## src/assert_macros.svh

```systemverilog
// Assertion helpers shared by the RTL; all sample on clk and hold off during reset.
`ifndef ASSERT_MACROS_SVH
`define ASSERT_MACROS_SVH

// Condition must hold at every clock edge out of reset.
`define ASSERT_ALWAYS(lbl, cond) \
    lbl: assert property (@(posedge clk) disable iff (!rst_n) (cond)) \
        else $error("assertion failed");

// Antecedent implies consequent in the same cycle.
`define ASSERT_IMPLIES(lbl, ante, cons) \
    lbl: assert property (@(posedge clk) disable iff (!rst_n) (ante) |-> (cons)) \
        else $error("assertion failed");

`endif

```

## src/wsg_pkg.sv

```systemverilog
// ----------------------------------------------------------------------------
// wsg_pkg
// Types and constants shared by the wavetable generator controller and datapath.
// ----------------------------------------------------------------------------
package wsg_pkg;

    localparam int NumCh    = 5;
    localparam int ChW      = 3;
    localparam int CntW     = 15;   // phase count plus tick increment
    localparam int PhaseW   = 14;
    localparam int PerW     = 12;
    localparam int SumW     = 17;
    localparam int DivBits  = CntW;
    localparam int DivCntW  = 4;

    localparam logic [ChW-1:0]   LastCh     = 3'd4;
    localparam logic [8:0]       WaveRegion = 9'h130;   // 0x9800 >> 7
    localparam logic [10:0]      CtrlRegion = 11'h4C4;  // 0x9880 >> 5
    localparam logic [10:0]      DefRegion  = 11'h4C7;  // 0x98E0 >> 5
    localparam logic [11:0]      TpsReset   = 12'd81;
    localparam logic [3:0]       VolBase    = 4'hA;
    localparam logic [3:0]       EnableReg  = 4'hF;
    localparam logic [7:0]       WaveReset  = 8'hFF;

    typedef struct packed {
        logic           capture;
        logic           bus_wr;
        logic           clr_sum;
        logic           load;
        logic           div_step;
        logic           update;
        logic           rd;
        logic           mac;
        logic           publish;
        logic [ChW-1:0] ch;
    } ctrl_cmd_t;

    typedef struct packed {
        logic active;
        logic need_div;
    } dp_sts_t;

endpackage

```

## src/wsg_ctrl.sv

```systemverilog
// ----------------------------------------------------------------------------
// wsg_ctrl
// Sequencer: walks bus writes and the five channels of each sample tick.
// ----------------------------------------------------------------------------
`include "assert_macros.svh"

module wsg_ctrl
(
    input  logic                clk,
    input  logic                rst_n,
    input  logic                s_tvalid,
    input  logic                s_tuser,
    output logic                s_tready,
    input  logic                m_tready,
    output logic                m_tvalid,
    output wsg_pkg::ctrl_cmd_t  cmd,
    input  wsg_pkg::dp_sts_t    sts
);

    typedef enum logic [2:0] {
        S_IDLE, S_WRITE, S_LOAD, S_DIV, S_UPDATE, S_READ, S_MAC, S_PUBLISH
    } state_t;

    state_t                         state_reg, state_next;
    logic [wsg_pkg::ChW-1:0]        ch_reg, ch_next;
    logic [wsg_pkg::DivCntW-1:0]    div_cnt_reg, div_cnt_next;
    logic                           m_tvalid_reg, m_tvalid_next;
    logic                           accept;
    logic                           out_free;

    assign s_tready = (state_reg == S_IDLE);
    assign accept   = s_tvalid && s_tready;
    assign out_free = !m_tvalid_reg || m_tready;
    assign m_tvalid = m_tvalid_reg;

    // Decode commands from the current state
    always_comb
    begin
        cmd          = '0;
        cmd.ch       = ch_reg;
        cmd.capture  = accept;
        cmd.clr_sum  = accept && s_tuser;
        cmd.bus_wr   = (state_reg == S_WRITE);
        cmd.load     = (state_reg == S_LOAD);
        cmd.div_step = (state_reg == S_DIV);
        cmd.update   = (state_reg == S_UPDATE);
        cmd.rd       = (state_reg == S_READ);
        cmd.mac      = (state_reg == S_MAC);
        cmd.publish  = (state_reg == S_PUBLISH) && out_free;
    end

    // Next state
    always_comb
    begin
        state_next    = state_reg;
        ch_next       = ch_reg;
        div_cnt_next  = div_cnt_reg;
        m_tvalid_next = m_tvalid_reg;
        if (m_tvalid_reg && m_tready)
        begin
            m_tvalid_next = 1'b0;
        end
        case (state_reg)
            S_IDLE:
            begin
                if (accept)
                begin
                    ch_next    = '0;
                    state_next = s_tuser ? S_LOAD : S_WRITE;
                end
            end
            S_WRITE:
            begin
                state_next = S_IDLE;
            end
            S_LOAD:
            begin
                div_cnt_next = '0;
                if (!sts.active)
                begin
                    if (ch_reg == wsg_pkg::LastCh)
                    begin
                        state_next = S_PUBLISH;
                    end
                    else
                    begin
                        ch_next = ch_reg + 1'b1;
                    end
                end
                else if (sts.need_div)
                begin
                    state_next = S_DIV;
                end
                else
                begin
                    state_next = S_UPDATE;
                end
            end
            S_DIV:
            begin
                div_cnt_next = div_cnt_reg + 1'b1;
                if (div_cnt_reg == wsg_pkg::DivCntW'(wsg_pkg::DivBits - 1))
                begin
                    state_next = S_UPDATE;
                end
            end
            S_UPDATE:
            begin
                state_next = S_READ;
            end
            S_READ:
            begin
                state_next = S_MAC;
            end
            S_MAC:
            begin
                if (ch_reg == wsg_pkg::LastCh)
                begin
                    state_next = S_PUBLISH;
                end
                else
                begin
                    ch_next    = ch_reg + 1'b1;
                    state_next = S_LOAD;
                end
            end
            S_PUBLISH:
            begin
                if (out_free)
                begin
                    m_tvalid_next = 1'b1;
                    state_next    = S_IDLE;
                end
            end
            default:
            begin
                state_next = S_IDLE;
            end
        endcase
    end

    // Hold state and registered outputs
    always_ff @(posedge clk or negedge rst_n)
    begin
        if (!rst_n)
        begin
            state_reg    <= S_IDLE;
            ch_reg       <= '0;
            div_cnt_reg  <= '0;
            m_tvalid_reg <= 1'b0;
        end
        else
        begin
            state_reg    <= state_next;
            ch_reg       <= ch_next;
            div_cnt_reg  <= div_cnt_next;
            m_tvalid_reg <= m_tvalid_next;
        end
    end

    `ASSERT_ALWAYS(a_ch_range, ch_reg <= wsg_pkg::LastCh)
    `ASSERT_IMPLIES(a_div_bound, state_reg == S_DIV,
        div_cnt_reg < wsg_pkg::DivCntW'(wsg_pkg::DivBits))
    `ASSERT_IMPLIES(a_publish_free, cmd.publish, !m_tvalid_reg || m_tready)

endmodule

```

## src/wsg_datapath.sv

```systemverilog
// ----------------------------------------------------------------------------
// wsg_datapath
// Channel registers, wave memory, shared restoring divider and mix accumulator.
// ----------------------------------------------------------------------------
module wsg_datapath
(
    input  logic                        clk,
    input  logic                        rst_n,
    input  logic [23:0]                 s_tdata,
    input  logic                        cfg_we,
    input  logic [11:0]                 cfg_wdata,
    input  wsg_pkg::ctrl_cmd_t          cmd,
    output wsg_pkg::dp_sts_t            sts,
    output logic [wsg_pkg::SumW-1:0]    sample
);

    localparam int NumCh = wsg_pkg::NumCh;

    logic [15:0]                 addr_reg;
    logic [7:0]                  data_reg;
    logic [11:0]                 tps_reg;
    logic [wsg_pkg::PerW-1:0]    per_reg   [NumCh];
    logic [5:0]                  vol_reg   [NumCh];
    logic [4:0]                  pos_reg   [NumCh];
    logic [wsg_pkg::PhaseW-1:0]  phase_reg [NumCh];
    logic [7:0]                  enable_reg;
    logic [7:0]                  deform_reg;
    logic [7:0]                  wave_mem  [128];
    logic [127:0]                wave_vld_reg;
    logic [7:0]                  rdata_reg;
    logic                        rvld_reg;
    logic [wsg_pkg::CntW-1:0]    cnt_reg;
    logic [wsg_pkg::CntW-1:0]    quo_reg;
    logic [wsg_pkg::PerW-1:0]    rem_reg;
    logic                        div_used_reg;
    logic [wsg_pkg::SumW-1:0]    sum_reg;
    logic [wsg_pkg::SumW-1:0]    out_reg;

    logic [wsg_pkg::CntW-1:0]    cnt_sum;
    logic [wsg_pkg::PerW:0]      shifted;
    logic                        sub_ok;
    logic [wsg_pkg::PerW-1:0]    cur_per;
    logic [6:0]                  rd_addr;
    logic [7:0]                  wave_byte;
    logic [13:0]                 product;
    logic                        wave_hit;
    logic                        ctrl_hit;
    logic                        def_hit;
    logic [3:0]                  nib;
    logic [2:0]                  wch;
    logic [2:0]                  vch;

    assign cur_per    = per_reg[cmd.ch];
    assign cnt_sum    = wsg_pkg::CntW'(phase_reg[cmd.ch]) + wsg_pkg::CntW'(tps_reg);
    assign sts.active = enable_reg[cmd.ch] && (cur_per != '0);
    assign sts.need_div = cnt_sum > wsg_pkg::CntW'(cur_per);

    assign shifted = {rem_reg, quo_reg[wsg_pkg::CntW-1]};
    assign sub_ok  = shifted >= {1'b0, cur_per};

    assign wave_hit = addr_reg[15:7] == wsg_pkg::WaveRegion;
    assign ctrl_hit = addr_reg[15:5] == wsg_pkg::CtrlRegion;
    assign def_hit  = addr_reg[15:5] == wsg_pkg::DefRegion;
    assign nib      = addr_reg[3:0];
    assign wch      = nib[3:1];
    assign vch      = 3'(nib - wsg_pkg::VolBase);

    // Channel five shares the fourth waveform
    assign rd_addr   = {(cmd.ch == wsg_pkg::LastCh) ? 2'd3 : cmd.ch[1:0], pos_reg[cmd.ch]};
    assign wave_byte = rvld_reg ? rdata_reg : wsg_pkg::WaveReset;
    assign product   = wave_byte * vol_reg[cmd.ch];
    assign sample    = out_reg;

    // Capture the bus transaction
    always_ff @(posedge clk)
    begin
        if (cmd.capture)
        begin
            addr_reg <= s_tdata[15:0];
            data_reg <= s_tdata[23:16];
        end
    end

    // Tick register
    always_ff @(posedge clk or negedge rst_n)
    begin
        if (!rst_n)
        begin
            tps_reg <= wsg_pkg::TpsReset;
        end
        else if (cfg_we)
        begin
            tps_reg <= cfg_wdata;
        end
    end

    // Channel registers: bus writes and per-tick phase update
    always_ff @(posedge clk or negedge rst_n)
    begin
        if (!rst_n)
        begin
            for (int i = 0; i < NumCh; i++)
            begin
                per_reg[i]   <= '0;
                vol_reg[i]   <= '0;
                pos_reg[i]   <= '0;
                phase_reg[i] <= '0;
            end
            enable_reg <= '0;
            deform_reg <= '0;
        end
        else if (cmd.bus_wr)
        begin
            if (ctrl_hit)
            begin
                if (nib < wsg_pkg::VolBase)
                begin
                    if (nib[0])
                    begin
                        per_reg[wch][11:8] <= data_reg[3:0];
                    end
                    else
                    begin
                        per_reg[wch][7:0] <= data_reg;
                    end
                    if (deform_reg[5])
                    begin
                        pos_reg[wch] <= '0;
                    end
                end
                else if (nib == wsg_pkg::EnableReg)
                begin
                    enable_reg <= data_reg;
                end
                else
                begin
                    vol_reg[vch] <= {data_reg[3:0], 2'b00};
                end
            end
            else if (def_hit)
            begin
                deform_reg <= data_reg;
            end
        end
        else if (cmd.update)
        begin
            if (div_used_reg)
            begin
                pos_reg[cmd.ch]   <= pos_reg[cmd.ch] + quo_reg[4:0];
                phase_reg[cmd.ch] <= wsg_pkg::PhaseW'(rem_reg);
            end
            else
            begin
                phase_reg[cmd.ch] <= cnt_reg[wsg_pkg::PhaseW-1:0];
            end
        end
    end

    // Restoring divider, one quotient bit per cycle
    always_ff @(posedge clk)
    begin
        if (cmd.load)
        begin
            cnt_reg      <= cnt_sum;
            quo_reg      <= cnt_sum;
            rem_reg      <= '0;
            div_used_reg <= sts.need_div;
        end
        else if (cmd.div_step)
        begin
            rem_reg <= sub_ok ? wsg_pkg::PerW'(shifted - {1'b0, cur_per})
                              : shifted[wsg_pkg::PerW-1:0];
            quo_reg <= {quo_reg[wsg_pkg::CntW-2:0], sub_ok};
        end
    end

    // Wave memory
    always_ff @(posedge clk)
    begin
        if (cmd.bus_wr && wave_hit)
        begin
            wave_mem[addr_reg[6:0]] <= data_reg;
        end
        if (cmd.rd)
        begin
            rdata_reg <= wave_mem[rd_addr];
        end
    end

    // Written flags: unwritten bytes read as the reset pattern
    always_ff @(posedge clk or negedge rst_n)
    begin
        if (!rst_n)
        begin
            wave_vld_reg <= '0;
            rvld_reg     <= 1'b0;
        end
        else
        begin
            if (cmd.bus_wr && wave_hit)
            begin
                wave_vld_reg[addr_reg[6:0]] <= 1'b1;
            end
            if (cmd.rd)
            begin
                rvld_reg <= wave_vld_reg[rd_addr];
            end
        end
    end

    // Accumulate the mix and hold the finished sample
    always_ff @(posedge clk)
    begin
        if (cmd.clr_sum)
        begin
            sum_reg <= '0;
        end
        else if (cmd.mac)
        begin
            sum_reg <= sum_reg + wsg_pkg::SumW'(product);
        end
        if (cmd.publish)
        begin
            out_reg <= sum_reg;
        end
    end

endmodule

```

## src/wavetable_sound_generator_5ch.sv

```systemverilog
// ----------------------------------------------------------------------------
// wavetable_sound_generator_5ch
// Five-channel wavetable generator: bus writes in, one mixed sample per tick.
// ----------------------------------------------------------------------------
// Bus write transaction: a write state after accept, then ready returns. Sample tick:
// each active channel steps load, update, read and mac, plus the shared divider
// (one bit per cycle) between load and update when the count is above the period;
// an idle channel takes only load. Publish waits for a free output register, then
// sample and ready come together; the sample waits while the next transaction is taken.
// Reset (rst_n, async low): all channel state zero, tick register 81, waves read 0xFF.

module wavetable_sound_generator_5ch
(
    input  logic        clk,
    input  logic        rst_n,
    input  logic        s_tvalid,
    output logic        s_tready,
    input  logic [23:0] s_tdata,    // [15:0] address, [23:16] data
    input  logic        s_tuser,    // [0] command: 0 bus write, 1 sample tick
    output logic        m_tvalid,
    input  logic        m_tready,
    output logic [23:0] m_tdata,    // [16:0] sample, [23:17] zero
    input  logic        cfg_we,
    input  logic [11:0] cfg_wdata
);

    wsg_pkg::ctrl_cmd_t         cmd;
    wsg_pkg::dp_sts_t           sts;
    logic [wsg_pkg::SumW-1:0]   sample;

    wsg_ctrl u_ctrl
    (
        .clk      (clk),
        .rst_n    (rst_n),
        .s_tvalid (s_tvalid),
        .s_tuser  (s_tuser),
        .s_tready (s_tready),
        .m_tready (m_tready),
        .m_tvalid (m_tvalid),
        .cmd      (cmd),
        .sts      (sts)
    );

    wsg_datapath u_datapath
    (
        .clk       (clk),
        .rst_n     (rst_n),
        .s_tdata   (s_tdata),
        .cfg_we    (cfg_we),
        .cfg_wdata (cfg_wdata),
        .cmd       (cmd),
        .sts       (sts),
        .sample    (sample)
    );

    assign m_tdata = {7'b0, sample};

endmodule

```

## config.mk

```make
export PLATFORM = sky130hd
export DESIGN_NAME = wavetable_sound_generator_5ch
export DESIGN_NICKNAME = d
export VERILOG_FILES = /design/src/wsg_pkg.sv /design/src/wsg_ctrl.sv /design/src/wsg_datapath.sv /design/src/wavetable_sound_generator_5ch.sv
export VERILOG_INCLUDE_DIRS = /design/src /design/src/src
export SDC_FILE = /design/constraint.sdc
export NUM_CORES = 2
export LEC_CHECK = 0
export BUFFER_PORTS_ARGS = -buffer_cell sky130_fd_sc_hd__buf_2
export CAP_MARGIN = 15
export CELL_PAD_IN_SITES_DETAIL_PLACEMENT = 1
export CELL_PAD_IN_SITES_GLOBAL_PLACEMENT = 1
export CORE_MARGIN = 4
export CORE_UTILIZATION = 54
export CTS_BUF_LIST = sky130_fd_sc_hd__clkbuf_8
export DETAILED_ROUTE_END_ITERATION = 6
export GPL_TIMING_DRIVEN = 0
export PLACE_DENSITY_LB_ADDON = 0.05
export SETUP_SLACK_MARGIN = 0.15
export SLEW_MARGIN = 10
export SYNTH_ARGS = -nofsm -noshare
export SYNTH_HDL_FRONTEND = slang
export SYNTH_SLANG_ARGS = --single-unit
```

## constraint.sdc

```tcl
create_clock -name clk -period 7.21 [get_ports clk]
set_input_delay 1.442 -clock clk [delete_from_list [all_inputs] [get_ports clk]]
set_output_delay 1.442 -clock clk [all_outputs]
set_load 0.1 [all_outputs]
```

* Word-level counts from Yosys, hierarchy flattened
Memories as Yosys holds them, arrays and structs flattened. A register that Yosys moved wholly into a read port is not among the register bits.
Index checks and enable logic that the tools add are counted.
** Storage, ports and cells
- Register bits after elaboration :: 451
- Bits in writable memories :: 1024
- Input bits :: 42
- Output and inout bits :: 26
- Memories kept :: 1
** Operators by class
- Add/subtract/negate cells :: 7
- Multiply operators :: 1
- $lt $le $gt $ge :: 13
- Equality and inequality tests :: 21
- Muxes and demuxes :: 68
- Bitwise operators :: 10
- Reductions and logical operators :: 26
** Memories
- u_datapath.wave_mem :: words 128, width 8, rd ports 1, clocked after Yosys merged registers in 1, write ports 1, RTL line wsg_datapath.sv:28 : logic [7:0] wave_mem [128];
** Operators by type and width (count)
- 2-to-1 mux 25 bit :: 6
- bitwise mux 70 bit :: 2
- bitwise OR 128 bit :: 1
- bitwise mux 60 bit :: 2
- demux 12 bit (select 3 bit) :: 2
- 2-to-1 mux 70 bit :: 1
- 2-to-1 mux 60 bit :: 1
- 2-to-1 mux 12 bit :: 4
- binary-select mux 14 bit (select 3 bit) :: 1
- demux 14 bit (select 3 bit) :: 1
- 2-to-1 mux 14 bit :: 3
- binary-select mux 12 bit (select 3 bit) :: 1
- bitwise mux 30 bit :: 1
- demux 5 bit (select 3 bit) :: 2
- 2-to-1 mux 15 bit :: 2
- 2-to-1 mux 3 bit :: 10
- AND 25 bit :: 1
- bitwise mux 25 bit :: 1
- inverter 25 bit :: 1
- one-hot mux 3 bit (8 select lines) :: 1
- == test 11 bit (second input constant) :: 2
- 2-to-1 mux 5 bit :: 4
- binary-select mux 6 bit (select 3 bit) :: 1
- demux 6 bit (select 3 bit) :: 1
- other kinds (47) :: 94

* Longest topological paths before layout
- Depth in word-level cells :: 11
- Gate-level depth with buffers :: 29

* Cells and area by module
From an unflattened synthesis, not the netlist that was laid out.
** Second synthesis, totals
- Cells, all modules :: 5053
- Area total of the unflattened synthesis :: 62389.8 µm²
** Modules (own cells, without submodules)
- wsg_datapath :: instances 1, cells an instance 4955, area each 61547.8 µm², sequential area each 41738.8 µm²
- wsg_ctrl :: instances 1, cells an instance 90, area each 785.8 µm², sequential area each 275.3 µm²
- wavetable_sound_generator_5ch :: instances 1, cells an instance 8, area each 56.3 µm², sequential area each 0.0 µm²

* Least setup slack after synthesis
No wires, ideal clock.
- Kind :: reg2reg
- Start :: register u_ctrl.ch_reg[1] in the netlist's numbering
- End :: register u_datapath.sum_reg[13] in the netlist's numbering
- Library setup time :: 0.130 ns
- Arrival :: 5.513 ns
- Path slack :: 1.567 ns
- Cell stages (with the launch flop) :: 28
- Period minus slack after synthesis :: 5.643 ns
- Cells stage by stage :: dfrtp_1 -> buf_4 -> buf_4 -> buf_4 -> buf_4 -> buf_2 -> mux2i_1 -> nor2_1 -> a21oi_1 -> o22a_1 -> or2_2 -> fa_1 -> fa_1 -> inv_1 -> ha_1 -> inv_1 -> fa_1 -> inv_1 -> ha_1 -> a21o_1 -> a21oi_1 -> o21bai_1 -> a21oi_1 -> o21ai_0 -> a21o_1 -> a211o_1 -> nand2_1 -> o22ai_1
** Between the ends
- Longest elaborated chain between the ends :: 6
** Ends and longest elaborated chain
- start: declaration :: RTL line wsg_ctrl.sv:25 : logic [wsg_pkg::ChW-1:0] ch_reg, ch_next;
- start signal: assignment :: RTL line wsg_ctrl.sv:155 : ch_reg <= ch_next;
- inverter 3 -> 4 bit (implied by the code) :: RTL line wsg_datapath.sv:71 : assign product = wave_byte * vol_reg[cmd.ch];
- binary-select mux 6 bit (select 3 bit) :: RTL line wsg_datapath.sv:71
- 2-to-1 mux 6 bit (implied by the code) (2 in a row) :: RTL line wsg_datapath.sv:71
- multiplier 8 x 6 -> 14 bit :: RTL line wsg_datapath.sv:71
- adder 17 x 14 -> 17 bit :: RTL line wsg_datapath.sv:220 : sum_reg <= sum_reg + wsg_pkg::SumW'(product);
- end signal: assignment :: RTL line wsg_datapath.sv:220
- end: declaration :: RTL line wsg_datapath.sv:36 : logic [wsg_pkg::SumW-1:0] sum_reg;
Every way passes these cells. The select of a mux whose other input is x is not followed.
A chain may end at the register's enable or synchronous reset.

* Final worst setup path
Ends and elaborated chain as after synthesis.

==> flow_summary.ini <==
[timing]
final_hold_viol_count = 0
max_freq_mhz = 148.4
setup_viol = 0
slew_headroom_pct = 10.20
drv_slew = 0
period_minus_slack_ns = 6.739
final.period_utilization_pct = 93.46
worst_pin_slew_ns = 1.347
finClkSkew_ns = 0.06586
grt_setup_unrepaired = false
final.setup.tns_ns = 0
worst_hold_slack_ns = 0.4333

[global_route]
grtUsageMet3_pct = 12.38
grt_pass1_wl_microns = 338900
grt_max_degree = 101
grtUsageMet2_pct = 57.98
met1_usage_pct = 51.48
gr-total-overflow = 0
busiest_layer = met2
gr-usage-all-layers_pct = 38.78
antenna_found_initial = 16
grt_pass1_vias = 49042

[synth]
ys_async_sr_fraction_pct = 22.95
synth_top_area_share_pct = 52.80
syn_area_sq_um = 62620
synth_edf_count = 1101
syn_avg_cell_area_sq_um = 12.22
synth_ff_type = edfxtp_1
yosysTopAreaCell = edfxtp_1
yosys_warnings = 0
synth.yosys.seq_area_share_pct = 67.10
synth_cells = 5126
yosys.cell_types.count = 73
ys_ff_latch = 1464
yosys-top-cells-area = edfxtp_1, dfrtp_1, nand2_1

[placement]
dp.cells = 6772
io_buffers = 58
dpl_cell_area_sq_um = 66130
dp_hpwl_microns = 169100
gp_congestion = 1.055

[clock_tree]
cts_buffer_depth = 3
cts_max_level = 4
postCtsSetupBuffers = 0
clock_sinks = 1464
cts_inserted_buffers = 233
clock-root-buffer = clkbuf_8
clkTransAtPathRegs_ns = 0.07
hold_buffers = 0
tritoncts = done
insertion_delay_ns = 0.99

[routing]
drtIter0Drc = 6453
vias = 48149
antenna_left = 0
drtPass1Iterations = 6
wl_per_cell_microns = 32.72
drt-total-wl_microns = 236800
viasPerCell = 6.655
post-route-drc-count = 4

[floorplanning]
rows = 124
die_h_microns = 348.5
die_x_microns = 348.5
start_util_pct = 54.61
die_area_sq_um = 121500
num_io_pins = 68
core_area_sq_um = 114700

[worst_hold_path]
min_to = u_datapath.sample[5]
min_from = u_datapath.sum_reg[5]
hold_depth = 0
holdCritPathClass = reg -> reg

[setup_path]
cp-start-kind = register
path_max_fanout = 10
setup.worst_path.end_class = register
r2r_end = u_datapath.sum_reg[13]
crit_required_ns = 8.01
r2r_cells = 27
ff2ff_setup_slack_ns = 0.47
r2r_start = u_ctrl.ch_reg[1]
path_class = reg -> reg
arrival_ns = 7.54

[outcome]
outcome = finished, violations left
failed_checks = DRC

[power_and_ir_drop]
switching_share_pct = 48.07
p_switching_w = 0.01590
comb_power_share_pct = 48.3
clockPowerShare_pct = 21.3
power_density_nw_per_um2 = 467.2
worst_ir_drop_vdd_v = 0.0003029
internal_power_w = 0.01718
seqPwrFrac_pct = 30.4
p_leak_nw = 27.65

[finish]
layout.cells.non_filler = 7235
nets = 5647
design_area_sq_um = 70820
syn_to_final_growth_pct = 13.10
layout_common_cells = edfxtp_1, nand2_1, nand3_1
layout-drive-gt1-share_pct = 16.03
layout.cells.most_common = edfxtp_1
largest_reg_flops = 1024

[run]
cap_violations = 0
[metrics by stage]
step                worst slack, ns  utilization (%)  total power, W
CTS                          0.2692            61.65         0.03227
global route                 0.1525            61.75         0.03393
detailed placement         -0.02169            57.67         0.02529
finish                       0.4712            61.76         0.03309
global placement             -2.238            56.54         0.02460
floorplan                     1.567                -         0.01821
[worst max path at each step]
stage                                start                           to  slack (ns)  depth (start not counted)
after detailed placement  u_ctrl.ch_reg[1]       u_datapath.sum_reg[15]       -0.02                         26
after CTS                 u_ctrl.ch_reg[1]       u_datapath.sum_reg[15]        0.27                         27
after floorplan           u_ctrl.ch_reg[1]       u_datapath.sum_reg[13]        1.57                         27
final                     u_ctrl.ch_reg[1]       u_datapath.sum_reg[13]        0.47                         27
after global routing      u_ctrl.ch_reg[1]       u_datapath.sum_reg[15]        0.15                         27
after global placement               rst_n  u_datapath.wave_vld_reg[48]       -2.24                          1
[logic make-up (layout without fill, tap and decap cells)]
group | count (synthesis) | after routing | synth area share [%]
xor gates and xnor gates | 30 | 30 | 0.4196
adders and majority gates | 100 | 100 | 2.298
DFF | 1464 | 1464 | 67.10
other | 1 | 17 | 0.005989
buffers and inverters | 410 | 991 | 2.935
and+or+nand+nor | 2143 | 2143 | 15.33
AOI/OAI and AO/OA | 812 | 812 | 8.768
muxes | 166 | 166 | 3.139
[synthesized netlist by cell type (all sizes together) (113+ instances only)]
cell	n
clkbuf	126
nand3	401
a211oi	138
dfrtp	333
nor2	234
nand2	1093
a311oi	114
mux2	113
or2	138
a21oi	148
buf	199
o21ai	143
and3	137
edfxtp	1101
[layer usage]
layer,wire [microns],part of all wire [%],up-vias
li1,-,-,19569
met1,89670,38,24498
met2,103800,44,3259
met3,29210,12,813
met4,14040,5.9,10
met5,68,0.029,-
[power groups by stage]
stage / clock [W] / combinational, W / sequential (W)
floorplan: 0 / 0.00786 / 0.0104
global placement: 0 / 0.0140 / 0.0106
detailed placement: 0 / 0.0151 / 0.0102
CTS: 0.00704 / 0.0152 / 0.0101
global route: 0.00747 / 0.0164 / 0.0101
finish: 0.00704 / 0.0160 / 0.0101
[timing repair]
action	CTS	global route
gates cloned	0	0
resized for setup	2	9
setup endpoints to repair	6	8
[worst max-delay path: stages (launching register included)]
cell	delay, ns
dfrtp_1	0.36
buf_4	0.19
buf_4	0.25
buf_4	0.26
buf_4	0.26
clkbuf_4	0.34
mux2i_1	0.16
nor2_1	0.13
a21oi_1	0.06
o22a_2	0.36
or2_2	0.35
fa_1	0.46
fa_1	0.50
inv_1	0.05
ha_1	0.26
inv_1	0.05
fa_1	0.47
inv_1	0.04
ha_1	0.30
a21o_1	0.19
a21oi_1	0.24
o21bai_1	0.10
a21oi_1	0.25
o21ai_0	0.24
a21o_1	0.24
a211o_1	0.28
nand2_1	0.07
o22ai_1	0.08
[area by class of cell]
type,instances,area (sq um)
Antenna cell,8,20.02
Buffer,324,1519
Clock buffer,260,3578
Clock inverter,185,974.7
Fill cell,11611,43840
Inverter,85,321.6
Multi-Input combinational cell,3260,18880
Sequential cell,1464,42010
Tap cell,1512,1892
Timing Repair Buffer,137,1618
No activity file was read; power rests on OpenSTA's default activity.
